$ cat src/sv/lup_mem.sv
// synchronous one-write one-read memory with registered read data
`default_nettype none
module lup_mem #(
	parameter int W = 32,
	parameter int DEPTH = 64
) (
	input  wire logic                     clk,
	input  wire logic                     we,
	input  wire logic [$clog2(DEPTH)-1:0] waddr,
	input  wire logic [W-1:0]             wdata,
	input  wire logic [$clog2(DEPTH)-1:0] raddr,
	output logic      [W-1:0]             rdata
);
	logic [W-1:0] mem [DEPTH];

	always_ff @(posedge clk) begin
		if (we) begin
			mem[waddr] <= wdata;
		end
		rdata <= mem[raddr];
	end
endmodule
`default_nettype wire

$ cat config.mk
export PLATFORM = sky130hd
export DESIGN_NAME = lup_mem
export DESIGN_NICKNAME = d
export VERILOG_FILES = /design/src/sv/lup_mem.sv
export SDC_FILE = /design/constraint.sdc
export NUM_CORES = 2
export LEC_CHECK = 0
export BUFFER_PORTS_ARGS = -buffer_cell sky130_fd_sc_hd__clkbuf_2
export CAP_MARGIN = 25
export CORE_ASPECT_RATIO = 2
export CORE_MARGIN = 2
export CORE_UTILIZATION = 30
export CTS_CLUSTER_SIZE = 12
export DETAILED_ROUTE_END_ITERATION = 6
export GPL_TIMING_DRIVEN = 0
export PLACE_DENSITY = 0.53
export SYNTH_ARGS = -nofsm -noshare
export SYNTH_HDL_FRONTEND = slang
export SYNTH_SLANG_ARGS = --single-unit
$ cat constraint.sdc
create_clock -name clk -period 6.3 [get_ports clk]
set_clock_uncertainty 0.2 [all_clocks]
set_input_delay 0.945 -clock clk [delete_from_list [all_inputs] [get_ports clk]]
set_output_delay 0.945 -clock clk [all_outputs]
set_load 0.01 [all_outputs]
# After elaboration in Yosys (flattened, before gate mapping)
# Memory sizes are Yosys's and may differ from the RTL's. A register that Yosys moved wholly into a read port is not among the register bits.
# Cells that the tools add are included.
# Widths: inputs -> output; s select.
# word_totals
reg_bits	0
latchBits	0
mem_bits_rw	2048
rom_bits	0
inputBits	46
output_inout_bits	32
memories	1
# classes
n_addsub	0
n_mul	0
n_div	0
n_lt_le_gt_ge	0
eq_ne	0
shifts	0
muxes	2
bitwise_logic	0
reduce_logical	0
# mem_list
memory	depth	word_bits	rd	rd_ports_with_merged_regs	write_ports	line_no	text
mem	64	32	1	1	1	14	logic [W-1:0] mem [DEPTH];
# ops
operator	count
$mux 1	2

# Longest topological paths before layout
# depth
ltp_word	2
mapped_depth	10
ltp_nobuf	5

# Worst setup path after synthesis
# No wires, ideal clock.
# synth_timing
path_type	in2reg
startpoint	input waddr[3]
endpoint	memory mem[48][0], enable pin
setup_ps	461
arrival_time_ps	3644
slack_ps	1995
cell_stages	4
path_cell_list	clkbuf_1 > nor2b_1 > nand4b_1 > nor3_1
# synth_lines
item	line_no	text
start, declared	9	input wire logic [$clog2(DEPTH)-1:0] waddr,
end, declared	14	
# No word-level cell before the write port.

==> metrics.yaml <==
status: "completed"
synth.net_count: 3370
vias: 38700
fin_crit_sh_pct: 74.7
drt_wl_total_mm: 270
cts.root.buffer_cell: "clkbuf_16"
power_leakage_nw: 28.1
cts_max_level: 4
switching_share_pct: 22.3
pre_cts_ws_ns: 0.843
synthArstFlopShare_pct: 0
power_mw: 28.1
cts.reportedPaths.clkPinSlew_ns: 0.06
p_int_mw: 21.8
drive_above_1_share_pct: 30.5
setup_viol: 0
crit_fanout: 10
drt-initial-drc-count: 4726
final_nets: 3796
seq_power_share_pct: 54.6
wl_met3_mm: 15.5
timing.rr.end: "rdata[19]"
rr_worst_depth: 4
post_dp_cell_area_um2: 86600
r2r_start: "mem[14][19]"
crit_arrival_ns: 5.18
p_comb_share_pct: 6.5
antenna_found_initial: 20
hold_end: "mem[63][11]"
grt_max_degree: 65
synth_cell_type_count: 34
ioPinCount: 78
worstMarginPinSlew_ns: 1.24
die_y_um: 727
reg2reg_slack_ns: 3.45
top_layer: "met5"
cts_buffer_depth: 4
synth_area_leaders: "edfxtp_1, mux4_2, mux2i_1"
period_minus_slack_ns: 4.71
worstSetupPathType: "in -> reg"
start_kind: "primary input"
synth-edff-count: 2048
slew-limit-headroom_pct: 17.6
worst_ep_required_time_ns: 6.77
synth.avg_cell_area_um2: 23.6
hp-class: "in -> reg"
grt_use_total_pct: 20.0
gp_congestion: 0.886
drc: 0
synth_seq_area_share_pct: 79.1
setup_slack_ns: 1.59
synth_top_cell_by_area: "edfxtp_1"
cts_made_buffers: 204
fmax_mhz: 212
power_frac_clock_pct: 38.9
stdcell_count: 7265
wl_met1_mm: 87.4
ir_worst_vdd_mv: 0.234
first_pass_iters: 6
hold_depth: 1
numPortBuffers: 69
post_drt_wl_per_cell_um: 37.2
syn-cell-area_um2: 78500
wl_met2_mm: 143
cts_tree: "yes"
start_util_pct: 30.2
synth_top_cell_area_share_pct: 78.3
cts_setup_buffers: 0
rows: 265
end_kind: "flip-flop"
dieArea_um2: 266000
holdWs_ns: 0.277
fin_util_pct: 35.4
rsz0062_at_grt: "no"
clkLatencyLatePin_ns: 0.87
drtAntennaViolNets: 0
hold_violations: 0
cts_hold_buf: 0
min_from: "wdata[11]"
viasPerCell: 5.33
grt_pass1_vias: 40000
maxCapViolCount: 0
design_area_um2: 92200
core_um2: 260000
maxSlewViolCount: 0
switchingPower_mw: 6.28
overflow: 0
dp_hpwl_mm: 189
setup_tns_ns: 0
grt_pass1_wl_mm: 358
cts.sinks: 2080
area_growth_pct: 17.4
placedCellCount: 7012
ctsResizeCount: 0
ys_ff_latch: 2080
dieWidth_um: 366
power.density_nw_per_um2: 305
synthCells: 3324
synth-warning-count: 0
ys.flop_type: "edfxtp_1"
==> layout make-up <==
class / count / area [µm²]
buffer: 182 / 901
clock inverter: 22 / 268
sequential: 2080 / 62100
antenna: 12 / 30.0
tap: 3471 / 4340
clock buffer: 216 / 5170
fill: 23700 / 168000
multi-input combinational: 1062 / 16000
timing repair buffer: 220 / 3340
==> kinds of logic (layout without fill, tap and decap cells) <==
| group | after synthesis | in the layout | share of synthesized area [%] |
|---|---|---|---|
| AOI/OAI and AO/OA | 202 | 202 | 1.67 |
| DFF | 2080 | 2080 | 79.1 |
| buffers and inverters | 182 | 640 | 1.13 |
| and+or+nand+nor | 223 | 223 | 1.27 |
| muxes | 637 | 637 | 16.8 |
| other | 0 | 12 | 0 |
==> power by group through the flow <==
stage / registers [mW] / logic, mW / clock network [mW]
global route: 15.4 / 1.85 / 11.5
finish: 15.3 / 1.82 / 10.9
global placement: 15.7 / 1.68 / 0
CTS: 15.3 / 1.82 / 11.1
floorplan: 15.7 / 0.745 / 0
detailed placement: 15.6 / 1.82 / 0
==> cells in the mapped netlist, drive strengths merged, types with 5 or more instances <==
cell type,number
edfxtp,2048
a22oi,12
buf,108
clkbuf,74
a21oi,62
mux4,544
nand3,5
o22ai,84
mux2i,93
a311oi,8
or3b,5
dfxtp,32
nand2,26
nand2b,8
o221ai,27
nor2,137
nor3,7
nor2b,15
nand3b,5
==> state kept, by name (all words and copies together), names as in the netlist <==
register,flops
rdata,32
mem,2048
==> per-layer routing <==
metal	GRT usage [%]	up-vias
met5	0	-
met4	14.8	10
met3	2.87	604
met2	36.7	1805
met1	20.7	21300
li1	-	15000
==> cell usage in the layout, fill, tap and decap left out, types with 30 or more instances in the layout <==
cell / n
mux2i_1: 93
clkbuf_16: 205
dfxtp_1: 32
nor2_1: 75
buf_4: 30
buf_2: 59
a21oi_1: 62
buf_12: 84
o22ai_1: 84
clkbuf_1: 75
nor2_4: 62
clkbuf_2: 64
mux4_2: 544
edfxtp_1: 2048
==> critical path, stage by stage <==
cell,delay (ns)
buf_2,0.26
buf_2,0.33
buf_2,0.34
nand2_1,0.71
clkbuf_1,0.70
o22ai_1,0.19
nor2_1,0.72
a21oi_1,0.37
nor2_1,0.54
==> worst max-delay path by stage <==
stage,end,cells after the start,slack [ns],startpoint
3_5_place_dp,rdata[27],9,0.84,raddr[1]
5_1_grt,rdata[27],9,1.71,raddr[1]
2_1_floorplan,mem[48][0],4,2.00,waddr[3]
4_1_cts,rdata[27],9,1.73,raddr[1]
6_report,rdata[27],9,1.59,raddr[1]
3_3_place_gp,mem[49][2],4,-1.55,waddr[3]
No activity file was read; power rests on OpenSTA's default activity.
