==> config.mk <==
export PLATFORM = sky130hd
export DESIGN_NAME = lup_div
export DESIGN_NICKNAME = d
export VERILOG_FILES = /design/src/sv/lup_pkg.sv /design/src/sv/lup_div.sv
export SDC_FILE = /design/constraint.sdc
export NUM_CORES = 1
export LEC_CHECK = 0
export BUFFER_PORTS_ARGS = -buffer_cell sky130_fd_sc_hd__buf_2
export CORE_ASPECT_RATIO = 0.9
export CORE_MARGIN = 2
export CORE_UTILIZATION = 54
export CTS_CLUSTER_SIZE = 25
export DETAILED_ROUTE_END_ITERATION = 7
export PLACE_DENSITY = 0.89
export SKIP_CTS_REPAIR_TIMING = 1
export SYNTH_ARGS = -nofsm -noshare
export SYNTH_HDL_FRONTEND = slang
export SYNTH_SLANG_ARGS = --single-unit
==> constraint.sdc <==
create_clock -name clk -period 3 [get_ports clk]
set_input_delay 0.15 -clock clk [delete_from_list [all_inputs] [get_ports clk]]
set_output_delay 0.15 -clock clk [all_outputs]
set_load 0.005 [all_outputs]
==> src/sv/lup_pkg.sv <==
// shared constants for the lu decomposition block
`default_nettype none
package lup_pkg;
	localparam int CFG_IDX_W = 2;
	localparam logic [CFG_IDX_W-1:0] REG_OPERATION = 2'd0;
	localparam logic [CFG_IDX_W-1:0] REG_SIZE      = 2'd1;
	localparam logic [CFG_IDX_W-1:0] REG_TOLERANCE = 2'd2;

	localparam logic [1:0] OP_INVERSE = 2'd0;
	localparam logic [1:0] OP_SOLVE   = 2'd1;

	localparam logic signed [31:0] Q_MAX = 32'sh7fffffff;
	localparam logic signed [31:0] Q_MIN = 32'sh80000000;
endpackage
`default_nettype wire

==> src/sv/lup_div.sv <==
// bit-serial saturating fixed-point divider
`default_nettype none
module lup_div #(
	parameter int FRACTION_BITS = 16
) (
	input  wire logic               clk,
	input  wire logic               arst_n,
	input  wire logic               start,
	input  wire logic signed [31:0] dividend,
	input  wire logic signed [31:0] divisor,
	output logic                    done,
	output logic signed [31:0]      quot
);
	import lup_pkg::*;

	localparam int NW = 32 + FRACTION_BITS;
	localparam int CNTW = $clog2(NW + 1);

	logic            busy_q, fin_q, done_q, neg_q;
	logic [CNTW-1:0] cnt_q;
	logic [NW-1:0]   num_q;
	logic [31:0]     den_q, rem_q;
	logic signed [31:0] quot_q;
	logic [31:0]     a_mag, b_mag;
	logic [32:0]     rem_sh;
	logic            ge;
	logic            big;

	assign a_mag  = dividend[31] ? (32'd0 - dividend) : dividend;
	assign b_mag  = divisor[31] ? (32'd0 - divisor) : divisor;
	assign rem_sh = {rem_q, num_q[NW-1]};
	assign ge     = rem_sh >= {1'b0, den_q};
	assign big    = num_q[NW-1:31] != '0;

	always_ff @(posedge clk or negedge arst_n) begin
		if (!arst_n) begin
			busy_q <= 1'b0;
			fin_q  <= 1'b0;
			done_q <= 1'b0;
			cnt_q  <= '0;
		end else begin
			done_q <= 1'b0;
			if (start) begin
				if (divisor == 32'sd0) begin
					done_q <= 1'b1;
				end else begin
					busy_q <= 1'b1;
					cnt_q  <= CNTW'(NW);
				end
			end else if (busy_q) begin
				cnt_q <= cnt_q - 1'b1;
				if (cnt_q == CNTW'(1)) begin
					busy_q <= 1'b0;
					fin_q  <= 1'b1;
				end
			end else if (fin_q) begin
				fin_q  <= 1'b0;
				done_q <= 1'b1;
			end
		end
	end

	always_ff @(posedge clk) begin
		if (start) begin
			num_q <= {a_mag, {FRACTION_BITS{1'b0}}};
			den_q <= b_mag;
			rem_q <= '0;
			neg_q <= dividend[31] ^ divisor[31];
			if (dividend > 32'sd0) begin
				quot_q <= Q_MAX;
			end else if (dividend < 32'sd0) begin
				quot_q <= Q_MIN;
			end else begin
				quot_q <= 32'sd0;
			end
		end else if (busy_q) begin
			rem_q <= ge ? 32'(rem_sh - {1'b0, den_q}) : rem_sh[31:0];
			num_q <= {num_q[NW-2:0], ge};
		end else if (fin_q) begin
			if (neg_q) begin
				quot_q <= big ? Q_MIN : 32'(32'd0 - num_q[31:0]);
			end else begin
				quot_q <= big ? Q_MAX : num_q[31:0];
			end
		end
	end

	assign done = done_q;
	assign quot = quot_q;
endmodule
`default_nettype wire

# Word-level counts from Yosys, hierarchy flattened
# Cells that the tools add are included.
dict set report word_totals {
  reg_bits 154
  in_bits 67
  output_inout_bits 33
}
dict set report op_classes {
  n_addsub 5
  magnitude_cmp 3
  eq_ne 4
  muxes 26
  bitwise_logic 2
  n_reduce_logical 7
}
# op n
set op_table {}
lappend op_table {{32-bit two-way mux} 10}
lappend op_table {{48-bit two-way mux} 2}
lappend op_table {{1-bit by 32-bit subtractor with 32-bit output, first input constant} 3}
lappend op_table {{33-bit by 32-bit >= comparator with 1-bit output} 1}
lappend op_table {{32-bit by 1-bit greater-than comparator with 1-bit output, second input constant} 1}
lappend op_table {{32-bit zero test} 1}
lappend op_table {{32-bit by 1-bit less-than comparator with 1-bit output, second input constant} 1}
lappend op_table {{32-bit subtractor} 1}
lappend op_table {{31-bit two-way mux} 1}
lappend op_table {{6-bit two-way mux} 3}
lappend op_table {{17-bit nonzero test} 1}
lappend op_table {{1-bit two-way mux} 10}
lappend op_table {{6-bit by 1-bit equality test with 1-bit output, second input constant} 1}
lappend op_table {{2-bit AND reduction} 3}
lappend op_table {{6-bit by 1-bit subtractor with 6-bit output, second input constant} 1}
lappend op_table {{2-bit inequality test, second input constant} 2}
lappend op_table {{2-bit nonzero test} 2}
lappend op_table {{2-bit by 1-bit inequality test with 1-bit output, second input constant} 1}
lappend op_table {{1-bit NOT} 1}
lappend op_table {{1-bit XOR} 1}

# Logic depth before layout (Yosys ltp)
dict set report depth {
  word_depth 6
  depth_mapped 14
}

# Least setup slack after synthesis
# Ideal clock, no wire load.
dict set report synth_timing {
  kind {input to register}
  startpoint {input dividend[8]}
  endpoint {register num_q[41] (data pin)}
  arrival_ps 2789
  setup_slack_ps -54
  path_stages 9
  path_buffers 0
  cell_sequence {or4_4 > or3_1 > or3_1 > or2_1 > or4_4 > or3_4 > o31ai_2 > xor2_1 > o21ai_1}
}
dict set report synth_between {
  elab_chain_len 3
}
# element line_no
set synth_lines {}
lappend synth_lines {{start: declaration} lup_div.sv:9} ;# input wire logic signed [31:0] dividend,
lappend synth_lines {{1-bit by 32-bit subtractor with 32-bit output} lup_div.sv:29} ;# assign a_mag = dividend[31] ? (32'd0 - dividend) : dividend;
lappend synth_lines {{32-bit two-way mux} lup_div.sv:29}
lappend synth_lines {{48-bit two-way mux} lup_div.sv:64} ;# if (start) begin
lappend synth_lines {{end signal: assignment} lup_div.sv:65} ;# num_q <= {a_mag, {FRACTION_BITS{1'b0}}};
lappend synth_lines {{end signal: assignment} lup_div.sv:78} ;# num_q <= {num_q[NW-2:0], ge};
lappend synth_lines {{end: declaration} lup_div.sv:21} ;# logic [NW-1:0] num_q;
# Every way passes these cells.
# A chain may end at the register's enable or synchronous reset.

# Worst setup path after layout
dict set report layout_timing {
  startpoint {register num_q[17]}
  endpoint {register quot_q[25] (netlist: quot[25]) (data pin)}
}
dict set report layout_between {
  elab_chain_len 6
}
# element line_no
set layout_lines {}
lappend layout_lines {{1-bit by 32-bit subtractor with 32-bit output} lup_div.sv:81} ;# quot_q <= big ? Q_MIN : 32'(32'd0 - num_q[31:0]);
lappend layout_lines {{32-bit two-way mux} lup_div.sv:81}
lappend layout_lines {{32-bit two-way mux} lup_div.sv:80} ;# if (neg_q) begin
lappend layout_lines {{32-bit two-way mux} lup_div.sv:79} ;# end else if (fin_q) begin
lappend layout_lines {{32-bit two-way mux} lup_div.sv:76} ;# end else if (busy_q) begin
lappend layout_lines {{32-bit two-way mux} lup_div.sv:64}
lappend layout_lines {{end signal: assignment} lup_div.sv:81}
lappend layout_lines {{end signal: assignment} lup_div.sv:83} ;# quot_q <= big ? Q_MAX : num_q[31:0];
lappend layout_lines {{end: declaration} lup_div.sv:23} ;# logic signed [31:0] quot_q;
# Every way passes these cells. The select of a mux whose other input is x is not followed.

==> reports/metrics.cfg <==
[run_status]
status=completed

[synthesis]
synth_ff_type=edfxtp_1
synth_edf_count=97
netlist_instances=1061
syn_avg_cell_area_um2=9.07
yosysWarnings=0
synth_seq_cells=154
ys_seq_area_frac=0.426
syn-num-nets=1166
ys_types=60
async_flop_share=0.0584
syn_area_mm2=0.00962

[drt]
vias=8543
dr.pass1.iters=7
postRouteAntennaNets=0
wl_per_cell_um=15.8
viasPerCell=5.89
drt_wl_total_mm=23.0
drcViolationCount=0
drt_iter0_drc=730

[setup_path]
worstPathArrival_ps=3130
path_cells=or4_4 -> or2_1 -> or3_1 -> or3_4 -> or3_4 -> o31ai_2 -> xnor2_1 -> o21ai_1
criticalPathCategory=reg -> reg
cpPeakStageDelay_ps=510
reg2reg_to=quot[25]$_DFFE_PP_
worst-path-stages=8
cp-start-kind=flop
cp-startpoint=num_q[17]$_DFFE_PP_
cp_common_cell=or3_4
cp_data_required_time_ps=3160
rrSetupSlack_ps=40
crit_family=simple AND/OR/NAND/NOR gates
crit_buf_inv=0
critPathCapture=quot[25]$_DFFE_PP_
r2r-start=num_q[17]$_DFFE_PP_
reg2reg_depth=8
crit_fanout=5
cp-end-kind=flop
crit_path_top_delay_cell=or4_4

[sta]
setup_viol=0
period_needed_ps=2960
hold_viol_final=0
fin_worst_skew_ps=10.9
worst_pin_slew_ps=787
slew-limit-headroom=0.475
drv_slew=0
finalCritPeriodShare=0.988
clock.fmax_mhz=337

[clock_network]
clk_pin_slew_ps=70
cts_root_buffer=clkbuf_16
cts_buffers=17
cts_tree=done
ctsHtreeMaxLevel=4
clock_path_buffers=2
cts_sinks=154
clk_latency_ps=430

[run]
drv_cap=0

[die]
pin_count=100
rows=46
start_util=0.548
die_area_mm2=0.0189
die_w_um=145
die_h_um=131
core_area_mm2=0.0176

[cells_and_area]
layout.nets=1303
final_cell_mix=nand2_1, buf_2, edfxtp_1, o21ai_0, nor2_1
num-fill-cells=1305
layout_commonest_cell=nand2_1
final_util=0.659
num_antenna_cells=0
drive_gt1_frac=0.210
area_delta_synth_final_pct=20.3

[placement]
io_buffers=99
dp_hpwl_mm=16.0
routabilityCongestion=0.929

[global_route]
gr-total-overflow=0
antenna_found_initial=0
grt_pass1_wl_mm=36.5
grt_max_degree=55
grt_usage=0.239
grt_pass1_vias=7713

[min_path]
hold_path.class=in -> reg
hold_depth=2

[power_and_ir_drop]
irDropWorstVdd_mv=0.481
power.density_mw_per_mm2=641
p_total_w=0.00741
leakagePower_nw=4.86

[through the flow]
stage	TNS, ps	worst slack (ps)	cells	area (um^2)	hold WS, ps
2_1_floorplan	-1260	-54.4	1061	9620	-146
3_3_place_gp	-6570	-230	1410	10700	8.17
3_5_place_dp	-8220	-306	1410	10700	12.1
4_1_cts	-104	-69.9	1442	11300	-444
5_1_grt	-79.8	-26.3	1451	11600	23.3
6_report	0	35.1	1451	11600	29.1
[cell families (layout without fill, tap and decap cells)]
logic type | count (synthesis) | count (layout) | share of synthesized area
simple gates | 324 | 324 | 0.159
flops | 154 | 154 | 0.426
fa+ha+maj | 38 | 38 | 0.0502
compound gates | 306 | 306 | 0.195
xor+xnor | 104 | 104 | 0.0947
mux | 30 | 30 | 0.0313
buf+inv | 105 | 255 | 0.0434
[state kept, by name, indices dropped and copies added, names as in the netlist]
| name | count |
|---|---|
| busy_q | 1 |
| cnt_q | 6 |
| rem_q | 32 |
| neg_q | 1 |
| done | 1 |
| num_q | 48 |
| den_q | 32 |
| quot | 32 |
| fin_q | 1 |
[synth_stat cells (7+ instances only)]
library cell | instances | area share
nor4_1 | 7 | 0.0046
dfxtp_1 | 48 | 0.10
a32oi_1 | 9 | 0.0082
o31ai_1 | 24 | 0.019
o21ai_1 | 41 | 0.021
nand2_1 | 113 | 0.044
mux2i_1 | 29 | 0.030
xnor2_1 | 52 | 0.047
inv_1 | 54 | 0.021
nor2_1 | 87 | 0.034
xor2_1 | 52 | 0.047
nand3_1 | 10 | 0.0052
dfrtp_1 | 9 | 0.023
nand4_1 | 7 | 0.0046
edfxtp_1 | 97 | 0.30
a21oi_1 | 53 | 0.028
or3_1 | 30 | 0.020
a31oi_1 | 10 | 0.0065
a211oi_1 | 28 | 0.022
a21o_1 | 10 | 0.0078
nor2b_1 | 8 | 0.0052
ha_1 | 37 | 0.048
clkbuf_1 | 42 | 0.016
nor3_1 | 22 | 0.011
o21ai_0 | 96 | 0.050
[routing by layer]
layer / global-route usage / vias to the layer above / routed length, um / share of wire
met3: 0.0394 / 48 / 1390 / 0.060
li1: - / 4128 / - / -
met1: 0.318 / 3997 / 9800 / 0.43
met4: 0.0771 / 0 / 473 / 0.021
met2: 0.402 / 370 / 11300 / 0.49
met5: 0 / - / 0 / 0
[how the worst min path moves through the flow]
stage,startpoint,to,slack (ps)
floorplan,arst_n,busy_q$_DFFE_PN0P_,-150
global placement,arst_n,cnt_q[3]$_DFFE_PN0P_,8
detailed placement,arst_n,cnt_q[1]$_DFFE_PN0P_,10
CTS,arst_n,cnt_q[1]$_DFFE_PN0P_,-440
global route,start,num_q[0]$_SDFFE_PP0P_,20
finish,divisor[16],den_q[16]$_DFFE_PP_,30
[where the power goes]
group,internal (W),total (W),switching [W]
clock,0.00126,0.00220,0.000944
sequential,0.00258,0.00280,0.000225
combinational,0.00110,0.00241,0.00131
[worst reg2reg max path: stages, from the launching register on]
cell and delay (ps):
edfxtp_1 420, or4_4 510, or2_1 240, or3_1 350, or3_4 350, or3_4 400
o31ai_2 220, xnor2_1 140, o21ai_1 70
[final cells by class]
type                            count  area (um^2)  share of cell area
Multi-Input combinational cell    802         5300               0.458
Sequential cell                   154         4110               0.355
Timing Repair Buffer              169         1060              0.0919
Clock buffer                       17          425              0.0368
Tap cell                          240          300              0.0259
Inverter                           54          203              0.0175
Clock inverter                     15          178              0.0154
Note: power is estimated with default switching activity, not from simulation.
